==> config.mk <==
export PLATFORM = sky130hd
export DESIGN_NAME = i2c_slave_sensor_window_bridge
export DESIGN_NICKNAME = d
export VERILOG_FILES = /design/src/hw/rtl/isswb_pkg.sv /design/src/hw/rtl/isswb_core.sv /design/src/hw/rtl/i2c_slave_sensor_window_bridge.sv
export SDC_FILE = /design/constraint.sdc
export NUM_CORES = 1
export LEC_CHECK = 0
export ABC_AREA = 1
export BUFFER_PORTS_ARGS = -buffer_cell sky130_fd_sc_hd__buf_2
export CORE_ASPECT_RATIO = 0.7
export CORE_MARGIN = 10
export CORE_UTILIZATION = 39
export CTS_CLUSTER_DIAMETER = 200
export DETAILED_ROUTE_END_ITERATION = 10
export PLACE_DENSITY = 0.56
export SYNTH_ARGS = -nofsm -noshare
export SYNTH_HDL_FRONTEND = slang
export SYNTH_SLANG_ARGS = --single-unit
export TNS_END_PERCENT = 30
==> constraint.sdc <==
create_clock -name clk -period 3.05 [get_ports clk]
set_input_delay 0.1525 -clock clk [delete_from_list [all_inputs] [get_ports clk]]
set_output_delay 0.1525 -clock clk [all_outputs]
set_load 0.01 [all_outputs]
==> src/hw/rtl/isswb_pkg.sv <==
// ----------------------------------------------------------------------------
// isswb_pkg
// Shared types, constants and the sensor unit base table for the bridge.
// ----------------------------------------------------------------------------
package isswb_pkg;

	localparam int unsigned NumUnitsDefault = 23;
	localparam int unsigned TableSize       = 23;

	localparam logic [7:0] WinLowLast   = 8'h2b;
	localparam logic [7:0] WinHighFirst = 8'h40;
	localparam logic [7:0] WinHighLast  = 8'h43;
	localparam logic [1:0] LaneLast     = 2'h3;

	typedef enum logic [1:0] {
		MODE_WRITE_START = 2'd0,
		MODE_WRITE_BYTE  = 2'd1,
		MODE_READ_DONE   = 2'd2,
		MODE_READ_START  = 2'd3
	} mode_t;

	typedef struct packed {
		logic [6:0]  fetch_offset;
		logic [30:0] fetch_base;
		logic        fetch_strobe;
		logic [7:0]  read_byte;
	} result_t;

	function automatic logic [30:0] unit_base(input logic [4:0] idx);
		logic [31:0] b;
		b = 32'h0;
		case (idx)
			5'd0:    b = 32'h04030000;
			5'd1:    b = 32'h08030000;
			5'd2:    b = 32'h0c030000;
			5'd3:    b = 32'h10030000;
			5'd4:    b = 32'h14030000;
			5'd5:    b = 32'h18030000;
			5'd6:    b = 32'h1c030000;
			5'd7:    b = 32'h20030000;
			5'd8:    b = 32'h24030000;
			5'd9:    b = 32'h28030000;
			5'd10:   b = 32'h2c030000;
			5'd11:   b = 32'h30030000;
			5'd12:   b = 32'h38030000;
			5'd13:   b = 32'h3c030000;
			5'd14:   b = 32'h44030000;
			5'd15:   b = 32'h48030000;
			5'd16:   b = 32'h4c030000;
			5'd17:   b = 32'h50030000;
			5'd18:   b = 32'h54030000;
			5'd19:   b = 32'h58030000;
			5'd20:   b = 32'h60030000;
			5'd21:   b = 32'h64030000;
			5'd22:   b = 32'h68030000;
			default: b = 32'h0;
		endcase
		return b[30:0];
	endfunction

	function automatic logic in_window(input logic [7:0] p);
		return (p <= WinLowLast) || ((p >= WinHighFirst) && (p <= WinHighLast));
	endfunction

endpackage

==> src/hw/rtl/isswb_core.sv <==
// ----------------------------------------------------------------------------
// isswb_core
// Register pointer, unit select and word cache; answers one event per request.
// ----------------------------------------------------------------------------
module isswb_core #(
	parameter int unsigned NUM_UNITS = isswb_pkg::NumUnitsDefault
) (
	input  logic                clk,
	input  logic                arst_n,
	input  logic                fire,
	input  logic [1:0]          mode,
	input  logic [7:0]          data_byte,
	input  logic [31:0]         fetched_word,
	output isswb_pkg::result_t  result
);
	import isswb_pkg::*;

	logic [7:0]  reg_pointer_q;
	logic [4:0]  unit_select_q;
	logic [31:0] cached_word_q;
	logic        cache_valid_q;
	logic [1:0]  write_byte_count_q;

	logic [7:0]  ptr_d;
	logic [4:0]  unit_d;
	logic [31:0] word_d;
	logic        valid_d;
	logic [1:0]  count_d;
	logic        valid_eff;
	logic [31:0] word_src;
	result_t     res;

	always_comb begin
		ptr_d     = reg_pointer_q;
		unit_d    = unit_select_q;
		word_d    = cached_word_q;
		valid_d   = cache_valid_q;
		count_d   = write_byte_count_q;
		valid_eff = cache_valid_q;
		word_src  = cached_word_q;
		res       = '0;
		case (mode_t'(mode))
			MODE_WRITE_START: begin
				count_d = 2'd0;
			end
			MODE_WRITE_BYTE: begin
				if (write_byte_count_q == 2'd0) begin
					ptr_d   = data_byte;
					word_d  = 32'h0;
					valid_d = 1'b0;
					count_d = 2'd1;
				end else if (write_byte_count_q == 2'd1) begin
					if (data_byte < 8'(NUM_UNITS))
						unit_d = data_byte[4:0];
					count_d = 2'd2;
				end
			end
			default: begin
				if (mode_t'(mode) == MODE_READ_DONE) begin
					if (reg_pointer_q[1:0] == LaneLast)
						valid_eff = 1'b0;
					ptr_d = reg_pointer_q + 8'd1;
				end
				valid_d = valid_eff;
				if (!in_window(ptr_d)) begin
					valid_d = 1'b0;
				end else begin
					if (!valid_eff) begin
						word_d           = fetched_word;
						word_src         = fetched_word;
						valid_d          = 1'b1;
						res.fetch_strobe = 1'b1;
						res.fetch_base   = unit_base(unit_select_q);
						res.fetch_offset = {ptr_d[6:2], 2'b00};
					end
					case (ptr_d[1:0])
						2'd0:    res.read_byte = word_src[7:0];
						2'd1:    res.read_byte = word_src[15:8];
						2'd2:    res.read_byte = word_src[23:16];
						default: res.read_byte = word_src[31:24];
					endcase
				end
			end
		endcase
	end

	assign result = res;

	always_ff @(posedge clk or negedge arst_n) begin
		if (!arst_n) begin
			reg_pointer_q      <= '0;
			unit_select_q      <= '0;
			cached_word_q      <= '0;
			cache_valid_q      <= 1'b0;
			write_byte_count_q <= '0;
		end else if (fire) begin
			reg_pointer_q      <= ptr_d;
			unit_select_q      <= unit_d;
			cached_word_q      <= word_d;
			cache_valid_q      <= valid_d;
			write_byte_count_q <= count_d;
		end
	end

endmodule

==> src/hw/rtl/i2c_slave_sensor_window_bridge.sv <==
// ----------------------------------------------------------------------------
// i2c_slave_sensor_window_bridge
// I2C slave register window onto the sensor units, one bus event per request.
//
// channel  dir  tdata                                   tuser
// s_axis   in   data_byte, fetched_word (40 bits)       mode (2 bits)
// m_axis   out  read_byte, fetch_base, fetch_offset     fetch_strobe (1 bit)
//
// each request is handled combinationally; its result is registered into
// the result register, or into the skid when m_axis is stalled. a two-entry
// output stage (result register plus skid) keeps s_tready high for one
// stalled result; a new request is taken every cycle while the skid is
// empty. reset clears the pointer, unit select and cache.
// ----------------------------------------------------------------------------
module i2c_slave_sensor_window_bridge #(
	parameter int unsigned NUM_UNITS = isswb_pkg::NumUnitsDefault
) (
	input  logic        clk,
	input  logic        arst_n,
	input  logic        s_tvalid,
	output logic        s_tready,
	input  logic [39:0] s_tdata,   // data_byte[7:0], fetched_word[39:8]
	input  logic [1:0]  s_tuser,   // mode[1:0]
	output logic        m_tvalid,
	input  logic        m_tready,
	output logic [47:0] m_tdata,   // read_byte[7:0], fetch_base[38:8], fetch_offset[45:39]
	output logic        m_tuser    // fetch_strobe
);
	import isswb_pkg::*;

	logic    fire;
	logic    out_free;
	result_t new_res;
	result_t out_q;
	result_t skid_q;
	logic    out_valid_q;
	logic    skid_valid_q;

	assign s_tready = !skid_valid_q;
	assign fire     = s_tvalid && s_tready;
	assign out_free = !out_valid_q || m_tready;

	isswb_core #(
		.NUM_UNITS (NUM_UNITS)
	) u_core (
		.clk          (clk),
		.arst_n       (arst_n),
		.fire         (fire),
		.mode         (s_tuser),
		.data_byte    (s_tdata[7:0]),
		.fetched_word (s_tdata[39:8]),
		.result       (new_res)
	);

	always_ff @(posedge clk or negedge arst_n) begin
		if (!arst_n) begin
			out_valid_q  <= 1'b0;
			skid_valid_q <= 1'b0;
		end else if (out_free) begin
			out_valid_q  <= skid_valid_q || fire;
			skid_valid_q <= 1'b0;
		end else if (fire) begin
			skid_valid_q <= 1'b1;
		end
	end

	always_ff @(posedge clk) begin
		if (out_free) begin
			out_q <= skid_valid_q ? skid_q : new_res;
		end else if (fire) begin
			skid_q <= new_res;
		end
	end

	assign m_tvalid = out_valid_q;
	assign m_tdata  = {2'b00, out_q.fetch_offset, out_q.fetch_base, out_q.read_byte};
	assign m_tuser  = out_q.fetch_strobe;

endmodule

**After elaboration in Yosys (flattened, before gate mapping)**

Memories as Yosys holds them, arrays and structs flattened.
Index checks and enable logic that the tools add are counted.

- Bitwise logic cells: 3
- Magnitude comparators: 4
- Reductions and logical operators: 19
- Multiplexer cells: 24
- Add/sub/neg operators: 1
- Eq/ne operators: 8

Operators by type and width:

| cell | number |
|---|---|
| two-way mux 47 bit | 3 |
| two-way mux 32 bit | 3 |
| one-hot mux 32 bit (2 select lines) | 1 |
| two-way mux 39 bit | 1 |
| two-way mux 8 bit | 3 |
| one-hot mux 8 bit (3 select lines) | 1 |
| one-hot mux 8 bit (2 select lines) | 1 |
| adder 8 x 1 -> 8 bit, second input constant | 1 |
| >= comparator 8 x 7 -> 1 bit, second input constant | 1 |
| less-or-equal comparator 8 x 6 -> 1 bit, second input constant | 1 |
| less-or-equal comparator 8 x 7 -> 1 bit, second input constant | 1 |
| less-than comparator 8 x 5 -> 1 bit, second input constant | 1 |
| two-way mux 1 bit | 7 |
| equality test 2 x 1 -> 1 bit, second input constant | 3 |
| equality test 2 bit, second input constant | 3 |
| zero test 2 bit | 3 |
| AND reduction 3 bit | 2 |
| nonzero test 2 bit | 3 |
| AND reduction 5 bit | 1 |
| two-way mux 2 bit | 2 |
| one-hot mux 2 bit (2 select lines) | 1 |
| AND reduction 4 bit | 1 |
| logical OR 1 bit | 3 |
| inequality test 3 x 1 -> 1 bit, second input constant | 1 |
| other kinds (7) | 11 |

- Bits in registers: 144
- ROM bits: 224
- Word-level logic and storage cells: 75
- Memories kept: 1
- Output and inout bits: 51

Memories:

| memory | depth | width | rd ports | clocked after memory_dff | wr ports | RTL line | text |
|---|---|---|---|---|---|---|---|
| (no name shown) | 32 | 7 | 1 | 0 | 0 | isswb_pkg.sv:32 | `case (idx)` |

**Depth between registers and ports, before layout**

Gate-level depths: netlist (run 1).

- Depth after elaboration: 9
- Gate-level depth with buffers: 14

**Cells and area by module**

Synthesis (run 1) repeated with hierarchy kept, for this count alone.

- Cell total of the unflattened synthesis: 736
- Area total of the unflattened synthesis: 6,961.7 um^2

Modules (own cells, without submodules):

| module | area each (um^2) | times used | cells an instance |
|---|---|---|---|
| i2c_slave_sensor_window_bridge | 3,514.6 | 1 | 259 |
| isswb_core | 3,447.1 | 1 | 477 |

**Worst setup path before layout (run 1)**

OpenSTA, ideal clock, no wires.

- Kind: register to register
- Start point: reg out_valid_q (netlist: m_tvalid)
- End point: reg skid_q[0] (netlist name) (enable)
- Setup time: 0.397 ns
- Path slack: 0.824 ns
- Stages on the path, launching flop included: 3
- Path buffers: 0
- Arrival time: 1.829 ns
- Path through: dfrtp_1 > nand2_1 > nor2_1

- Word-level cells in the longest chain between the ends: 4

Ends and longest elaborated chain:

| element | RTL line | text |
|---|---|---|
| start, declared | i2c_slave_sensor_window_bridge.sv:36 | `logic out_valid_q;` |
| start signal, assigned | i2c_slave_sensor_window_bridge.sv:60 | `out_valid_q <= skid_valid_q \|\| fire;` |
| zero test 1 bit | i2c_slave_sensor_window_bridge.sv:41 | `assign out_free = !out_valid_q \|\| m_tready;` |
| logical OR 1 bit | i2c_slave_sensor_window_bridge.sv:41 |  |
| inverter 1 bit (no line) | - |  |
| AND reduction 2 bit (no line) | - |  |
| end signal, assigned | i2c_slave_sensor_window_bridge.sv:71 | `skid_q <= new_res;` |
| end, declared | i2c_slave_sensor_window_bridge.sv:35 | `result_t skid_q;` |

No other way between the ends.
A chain may end at the register's enable or synchronous reset.

**Worst setup path after layout (run 1)**

- Start point: reg u_core.reg_pointer_q[0]
- End point: reg u_core.cached_word_q[8]

- Word-level cells in the longest chain between the ends: 8

Ends and longest elaborated chain:

| element | RTL line | text |
|---|---|---|
| start, declared | isswb_core.sv:18 | `logic [7:0] reg_pointer_q;` |
| start signal, assigned | isswb_core.sv:97 | `reg_pointer_q <= ptr_d;` |
| adder 8 x 1 -> 8 bit | isswb_core.sv:62 | `ptr_d = reg_pointer_q + 8'd1;` |
| two-way mux 8 bit | isswb_core.sv:59 | `if (mode_t'(mode) == MODE_READ_DONE) begin` |
| two-way mux 8 bit | isswb_core.sv:42 | `case (mode_t'(mode))` |
| >= comparator 8 x 7 -> 1 bit or less-or-equal comparator 8 x 7 -> 1 bit (tied branches) | isswb_pkg.sv:62 | `return (p <= WinLowLast) \|\| ((p >= WinHighFirst) && (p <= WinHighLast));` |
| logical AND 1 bit | isswb_pkg.sv:62 |  |
| logical OR 1 bit | isswb_pkg.sv:62 |  |
| nonzero test 2 bit (no line) | - |  |
| AND reduction 4 bit (no line) | - |  |
| end signal, assigned | isswb_core.sv:99 | `cached_word_q <= word_d;` |
| end, declared | isswb_core.sv:20 | `logic [31:0] cached_word_q;` |

Several ways; a longest one is shown, not always the timed one. The select of a mux whose other input is x is not followed.

==> impl_metrics.json, run 1 <==
{
  "internal_power_mw": 2.45,
  "postCtsSetupBuffers": 0,
  "p_per_area_nw_per_um2": 665,
  "end_kind": "flip-flop",
  "cts_root_buf": "clkbuf_16",
  "finalSetupViolCount": 0,
  "drive_above_1_share_pct": 15.6,
  "async_flop_share_pct": 55.6,
  "start_kind": "flip-flop",
  "fin_area_um2": 5860,
  "ios": 97,
  "dieArea_um2": 18500,
  "cap_violations": 0,
  "worstMarginPinSlew_ns": 0.726,
  "die_h_um": 117,
  "p_total_mw": 3.90,
  "ys_types": 37,
  "cts_buffers": 9,
  "p_leak_nw": 3.00,
  "gp_congestion": 0.989,
  "peakVddDrop_mv": 0.305,
  "synth_edf_count": 40,
  "gr-total-overflow": 0,
  "skew_ns": 0.00752,
  "slew_violations": 0,
  "dpl.hpwl_um": 9960,
  "ys_seq_area_share_pct": 47.0,
  "firstDrtPassIters": 6,
  "synthTopCellsByArea": "dfrtp_1 24%, edfxtp_1 23%, nand2_1 17%",
  "swShare_pct": 37.2,
  "tns_ns": 0,
  "antenna_cells": 0,
  "yosysWarnings": 0,
  "rows": 35,
  "p_clk_share_pct": 27.7,
  "drt_iter0_markers": 322,
  "fin_crit_sh_pct": 82.6,
  "rsz0062_at_grt": "false",
  "initial_utilization_pct": 39.7,
  "place_area_um2": 5570,
  "synth.avg_cell_area_um2": 7.92,
  "insertion_delay_ns": 0.35,
  "syn_inst": 659,
  "synth_flop_cell": "dfrtp_1",
  "antenna_found_initial": 0,
  "critPathKind": "reg2reg",
  "yosys.area.top_type": "dfrtp_1",
  "via_per_inst": 5.02,
  "fillerInstances": 1365,
  "drc": 0,
  "hp-class": "in2reg",
  "power_frac_seq_pct": 43.2,
  "fp.dieW_um": 158,
  "ant_nets": 0,
  "clockBufferDepth": 2,
  "grt_pass1_wl_um": 21800,
  "wl_per_cell_um": 15.5,
  "max-slew-margin-rel_pct": 51.6,
  "grt_max_degree": 34,
  "path_clk_slew_ns": 0.07,
  "grtUsageTotal_pct": 14.8,
  "fmax_ghz": 0.397,
  "ys_ff_latch": 90,
  "fin_worst_hold_slack_ns": 0.0241,
  "crit_arrival_ns": 2.81,
  "synth_top_area_share_pct": 24.0,
  "syn_area_um2": 5220,
  "hold_viol": 0,
  "final_core_util_pct": 44.6,
  "cts_sinks": 90,
  "core_area_um2": 13100,
  "vias": 4467,
  "required_ns": 3.34,
  "wirelength_um": 13800,
  "power.switching_mw": 1.45,
  "status": "complete, no violations",
  "cts_tree": "yes",
  "combPwrFrac_pct": 29.1,
  "nets": 772,
  "port_buffers": 68,
  "cp_max_fo": 32,
  "area_growth_syn_to_layout_pct": 12.4,
  "grt_pass1_vias": 4159,
  "h-tree-depth": 3,
  "fin_crit_ns": 2.52
}
## final timing paths
path,start,end,slack (ns),cells after the start
max,u_core.reg_pointer_q[0],u_core.cached_word_q[8],0.53,12
min,s_tvalid,m_tvalid,0.02,3
max reg2reg,u_core.reg_pointer_q[0],u_core.cached_word_q[8],0.53,12
min reg2reg,u_core.cached_word_q[6],u_core.cached_word_q[6],0.47,2
max in group asynchronous,arst_n,u_core.reg_pointer_q[2],1.87,3
min in group asynchronous,arst_n,m_tvalid,0.39,2
## placed cells by master, fill, tap and decap left out, types with 3 or more instances in the layout
cell type / synthesis / layout
nand2_1: 238 / 238
nand3_1: 92 / 92
buf_2: 12 / 68
dfrtp_1: 50 / 50
nor2_1: 42 / 41
edfxtp_1: 40 / 40
inv_1: 35 / 35
conb_1: 1 / 28
o21ai_0: 21 / 21
buf_4: 34 / 11
nor3_1: 10 / 10
a21oi_1: 10 / 10
clkbuf_16: 0 / 9
mux2i_1: 8 / 8
nand3b_1: 8 / 8
ha_1: 8 / 8
inv_2: 4 / 4
nand3_4: 3 / 3
nor2_4: 3 / 3
nor2_2: 2 / 3
o22ai_1: 3 / 3
clkinvlp_4: 0 / 3
## cell usage after synthesis (all sizes together) (3+ instances only)
cell type	number
nand2	240
nand3	95
buf	52
dfrtp	50
nor2	47
edfxtp	40
inv	40
o21ai	23
a21oi	10
nor3	10
clkbuf	8
ha	8
mux2i	8
nand3b	8
o22ai	3
## metrics by stage
step	setup WS, ns	std cells
finish	0.531	889
global route	0.335	889
CTS	0.568	889
detailed placement	0.585	872
global placement	0.626	872
floorplan	0.824	686
## layer usage
metal | GRT usage [%] | share of wire, % | up-vias
li1 | - | - | 2210
met1 | 22.0 | 50 | 2067
met3 | 4.60 | 8.4 | 16
met4 | 4.00 | 1.2 | 0
met2 | 20.2 | 41 | 174
met5 | 0 | 0 | -
## logic make-up after synthesis
family,share of synthesized area (%)
adders and majority gates,1.92
DFF,47.0
other,0.0719
and+or+nand+nor,34.1
buffers and inverters,10.7
muxes,1.53
AOI/OAI and AO/OA,4.46
xor gates and xnor gates,0.168
## registers in the layout, summed over array words and instances, names as in the netlist
name / flops
skid_valid_q: 1
u_core.reg_pointer_q: 8
u_core.cache_valid_q: 1
m_tvalid: 1
u_core.cached_word_q: 32
skid_q: 20
u_core.unit_select_q: 5
u_core.write_byte_count_q: 2
m_tdata: 19
m_tuser: 1
## cell type report
cell class	instances	area, um2	share of cell area (%)
inverter	42	160	2.73
clock inverter	6	51.3	0.875
sequential	90	2450	41.8
tap	166	208	3.54
timing repair buffer	81	453	7.72
clock buffer	10	229	3.90
multi-input combinational	494	2310	39.4
## repair_timing
action | in CTS | in global routing
resized for setup | 0 | 0
hold buffers | 1 | 0
hold endpoints to repair | 28 | 0
## critical path: stages (launching register included)
cell      delay [ns]
dfrtp_1         0.46
ha_1            0.28
nand3_4         0.10
nand2_1         0.05
nand2_1         0.22
clkinv_1        0.15
nand3_1         0.10
nand2_1         0.09
nand3_4         0.20
nand2_1         0.10
nand2_2         0.49
nand2_1         0.12
nand2_1         0.09
## power groups by stage
stage / clock network (mW) / logic (mW) / registers (mW)
6_report: 1.08 / 1.14 / 1.69
5_1_grt: 1.15 / 1.28 / 1.71
4_1_cts: 1.10 / 1.13 / 1.68
3_5_place_dp: 0 / 1.13 / 1.70
3_3_place_gp: 0 / 1.10 / 1.70
2_1_floorplan: 0 / 0.840 / 1.67
Note: power is estimated with default switching activity, not from simulation.
==> run 2, diff against run 1 <==
--- a/config.mk
+++ b/config.mk
@@ -5,7 +5,7 @@
 export SDC_FILE = /design/constraint.sdc
 export NUM_CORES = 1
 export LEC_CHECK = 0
-export ABC_AREA = 1
+export ABC_AREA = 0
 export BUFFER_PORTS_ARGS = -buffer_cell sky130_fd_sc_hd__buf_2
 export CORE_ASPECT_RATIO = 0.7
 export CORE_MARGIN = 10
==> constraint.sdc (replaced) <==
create_clock -name clk -period 2.6 [get_ports clk]
set_input_delay 0.13 -clock clk [delete_from_list [all_inputs] [get_ports clk]]
set_output_delay 0.13 -clock clk [all_outputs]
set_load 0.01 [all_outputs]
==> impl_metrics.json, run 2 <==
{
  "wl_per_cell_um": 16.6,
  "cts_tree": "yes",
  "postCtsSetupBuffers": 0,
  "ys_seq_area_share_pct": 44.0,
  "finalSetupViolCount": 0,
  "critPathKind": "reg2reg",
  "fin_crit_sh_pct": 96.5,
  "synthTopCellsByArea": "dfrtp_1 22%, edfxtp_1 22%, mux2i_1 11%",
  "grtUsageTotal_pct": 14.0,
  "die_h_um": 120,
  "drc": 0,
  "final_core_util_pct": 47.2,
  "h-tree-depth": 3,
  "place_area_um2": 6210,
  "ys_ff_latch": 90,
  "initial_utilization_pct": 40.0,
  "instances_no_fill": 831,
  "finalWorstSetupSlack_ns": 0.0905,
  "end_kind": "flip-flop",
  "crit_path_max_incr_delay_ns": 0.45,
  "ant_nets": 0,
  "dpl.cell_count": 814,
  "syn_inst": 554,
  "slew_violations": 0,
  "crit_arrival_ns": 2.70,
  "core_area_um2": 14000,
  "hp-class": "in2reg",
  "fin_area_um2": 6590,
  "place_ws_ns": -0.0963,
  "antenna_found_initial": 0,
  "fp.dieW_um": 163,
  "synth_edf_count": 40,
  "skew_ns": 0.00833,
  "dieArea_um2": 19600,
  "clockBufferDepth": 2,
  "firstDrtPassIters": 4,
  "cts_root_buf": "clkbuf_16",
  "grt_pass1_wl_um": 22300,
  "antenna_cells": 0,
  "rows": 36,
  "path_clk_slew_ns": 0.07,
  "gr-total-overflow": 0,
  "hold_viol": 0,
  "synth_top_area_share_pct": 22.4,
  "p_leak_nw": 2.87,
  "port_buffers": 68,
  "grt_max_degree": 51,
  "peakVddDrop_mv": 0.344,
  "dpl.hpwl_um": 10200,
  "cp_max_fo": 10,
  "ios": 97,
  "cts_sinks": 90,
  "gp_congestion": 0.820,
  "syn_area_um2": 5580,
  "synth_commonest_cells": "90 x nand2_1, 62 x mux2i_1, 50 x dfrtp_1",
  "synth_most_common_cell": "nand2_1",
  "insertion_delay_ns": 0.34,
  "cpMaxStageDelayCell": "dfrtp_2",
  "via_per_inst": 5.15,
  "async_flop_share_pct": 55.6,
  "ys_types": 64,
  "final_cell_mix": "90 x nand2_1, 68 x buf_2, 62 x mux2i_1",
  "fin_crit_ns": 2.51,
  "cts_buffers": 9,
  "area_growth_syn_to_layout_pct": 18.1,
  "yosysWarnings": 0,
  "largest_register_ffs": 32,
  "p_per_area_nw_per_um2": 842,
  "tns_ns": 0,
  "fmax_ghz": 0.398,
  "max-slew-margin-rel_pct": 52.9,
  "nets": 690,
  "start_kind": "flip-flop",
  "grt_pass1_vias": 4283,
  "top_register": "u_core.cached_word_q",
  "synth.avg_cell_area_um2": 10.1,
  "required_ns": 2.79,
  "final_common_cell": "nand2_1",
  "wirelength_um": 13800,
  "critical_path.cell_chain": "ha_4 > and3b_1 > or3_1 > a311oi_4 > nor2_1 > or3_4 > buf_4 > nor3_2",
  "worstMarginPinSlew_ns": 0.706,
  "status": "complete, no violations",
  "vias": 4277,
  "drive_above_1_share_pct": 26.7,
  "drt_iter0_markers": 248,
  "cap_violations": 0,
  "yosys.area.top_type": "dfrtp_1",
  "synth_flop_cell": "dfrtp_1"
}
run 2: cell count changes after synthesis, sizes merged, moves of 13 or more:
cell	before	now
nand2	240	90
mux2i	8	62
nor2	47	34
inv	40	19
a21oi	10	29
mux2	0	14
nand3	95	10
clkbuf	8	22
run 2: per-layer routing:
layer / wire, um / track usage [%]
met1: 7080 / 20.5
met5: 0 / 0
met2: 5790 / 19.6
met4: 119 / 3.88
met3: 837 / 3.65
run 2: path summary, 6_finish.rpt:
path                                                from                        to  slack, ns  cells past startpoint
worst max-delay path             u_core.reg_pointer_q[1]                skid_q[37]       0.09                      8
worst min-delay path                            s_tvalid                  m_tvalid       0.02                      3
worst max register to register   u_core.reg_pointer_q[1]                skid_q[37]       0.09                      8
worst min register to register  u_core.cached_word_q[12]  u_core.cached_word_q[12]       0.53                      2
max in group asynchronous                         arst_n   u_core.reg_pointer_q[1]       1.64                      3
min in group asynchronous                         arst_n   u_core.cached_word_q[9]       0.46                      3
run 2: through the flow:
stage / hold WS, ns / power, mW
floorplan: -0.166 / 3.40
global placement: 0.319 / 4.05
detailed placement: 0.312 / 4.10
CTS: 0.0109 / 5.55
global route: 0.0353 / 5.89
finish: 0.0187 / 5.55
run 2: layout make-up:
class | count | area (um2)
inverter | 19 | 71.3
timing repair buffer | 110 | 699
clock inverter | 6 | 95.1
clock buffer | 10 | 229
fill | 1338 | 7370
sequential | 90 | 2450
multi-input combinational | 406 | 2800
tap | 190 | 238
run 2: critical path: cells and delay by family, from the launching register on:
family,cells,cell delay [ns]
simple gates,5,1.22
buf+inv,1,0.20
fa+ha+maj,1,0.19
compound gates,1,0.29
flops,1,0.45
run 2: power by group:
group          internal, mW  switching (mW)  total [mW]
clock network         0.855           0.579        1.43
logic                 0.881            1.11        1.99
registers              1.83           0.289        2.12
run 2: timing repair:
item	in CTS	in global routing
resized for setup	1	8
hold buffers	1	0
hold endpoints to repair	50	0
pin swaps	0	1
endpoints found under the setup margin	19	61
run 2: cell families after synthesis:
family | synth area share (%)
multiplexers | 15.6
flip-flops | 44.0
AND/OR/NAND/NOR | 16.7
XOR/XNOR | 1.26
other | 0.0672
adder cells (fa/ha/maj) | 1.79
buffers and inverters | 8.45
AO/OA/AOI/OAI | 12.2
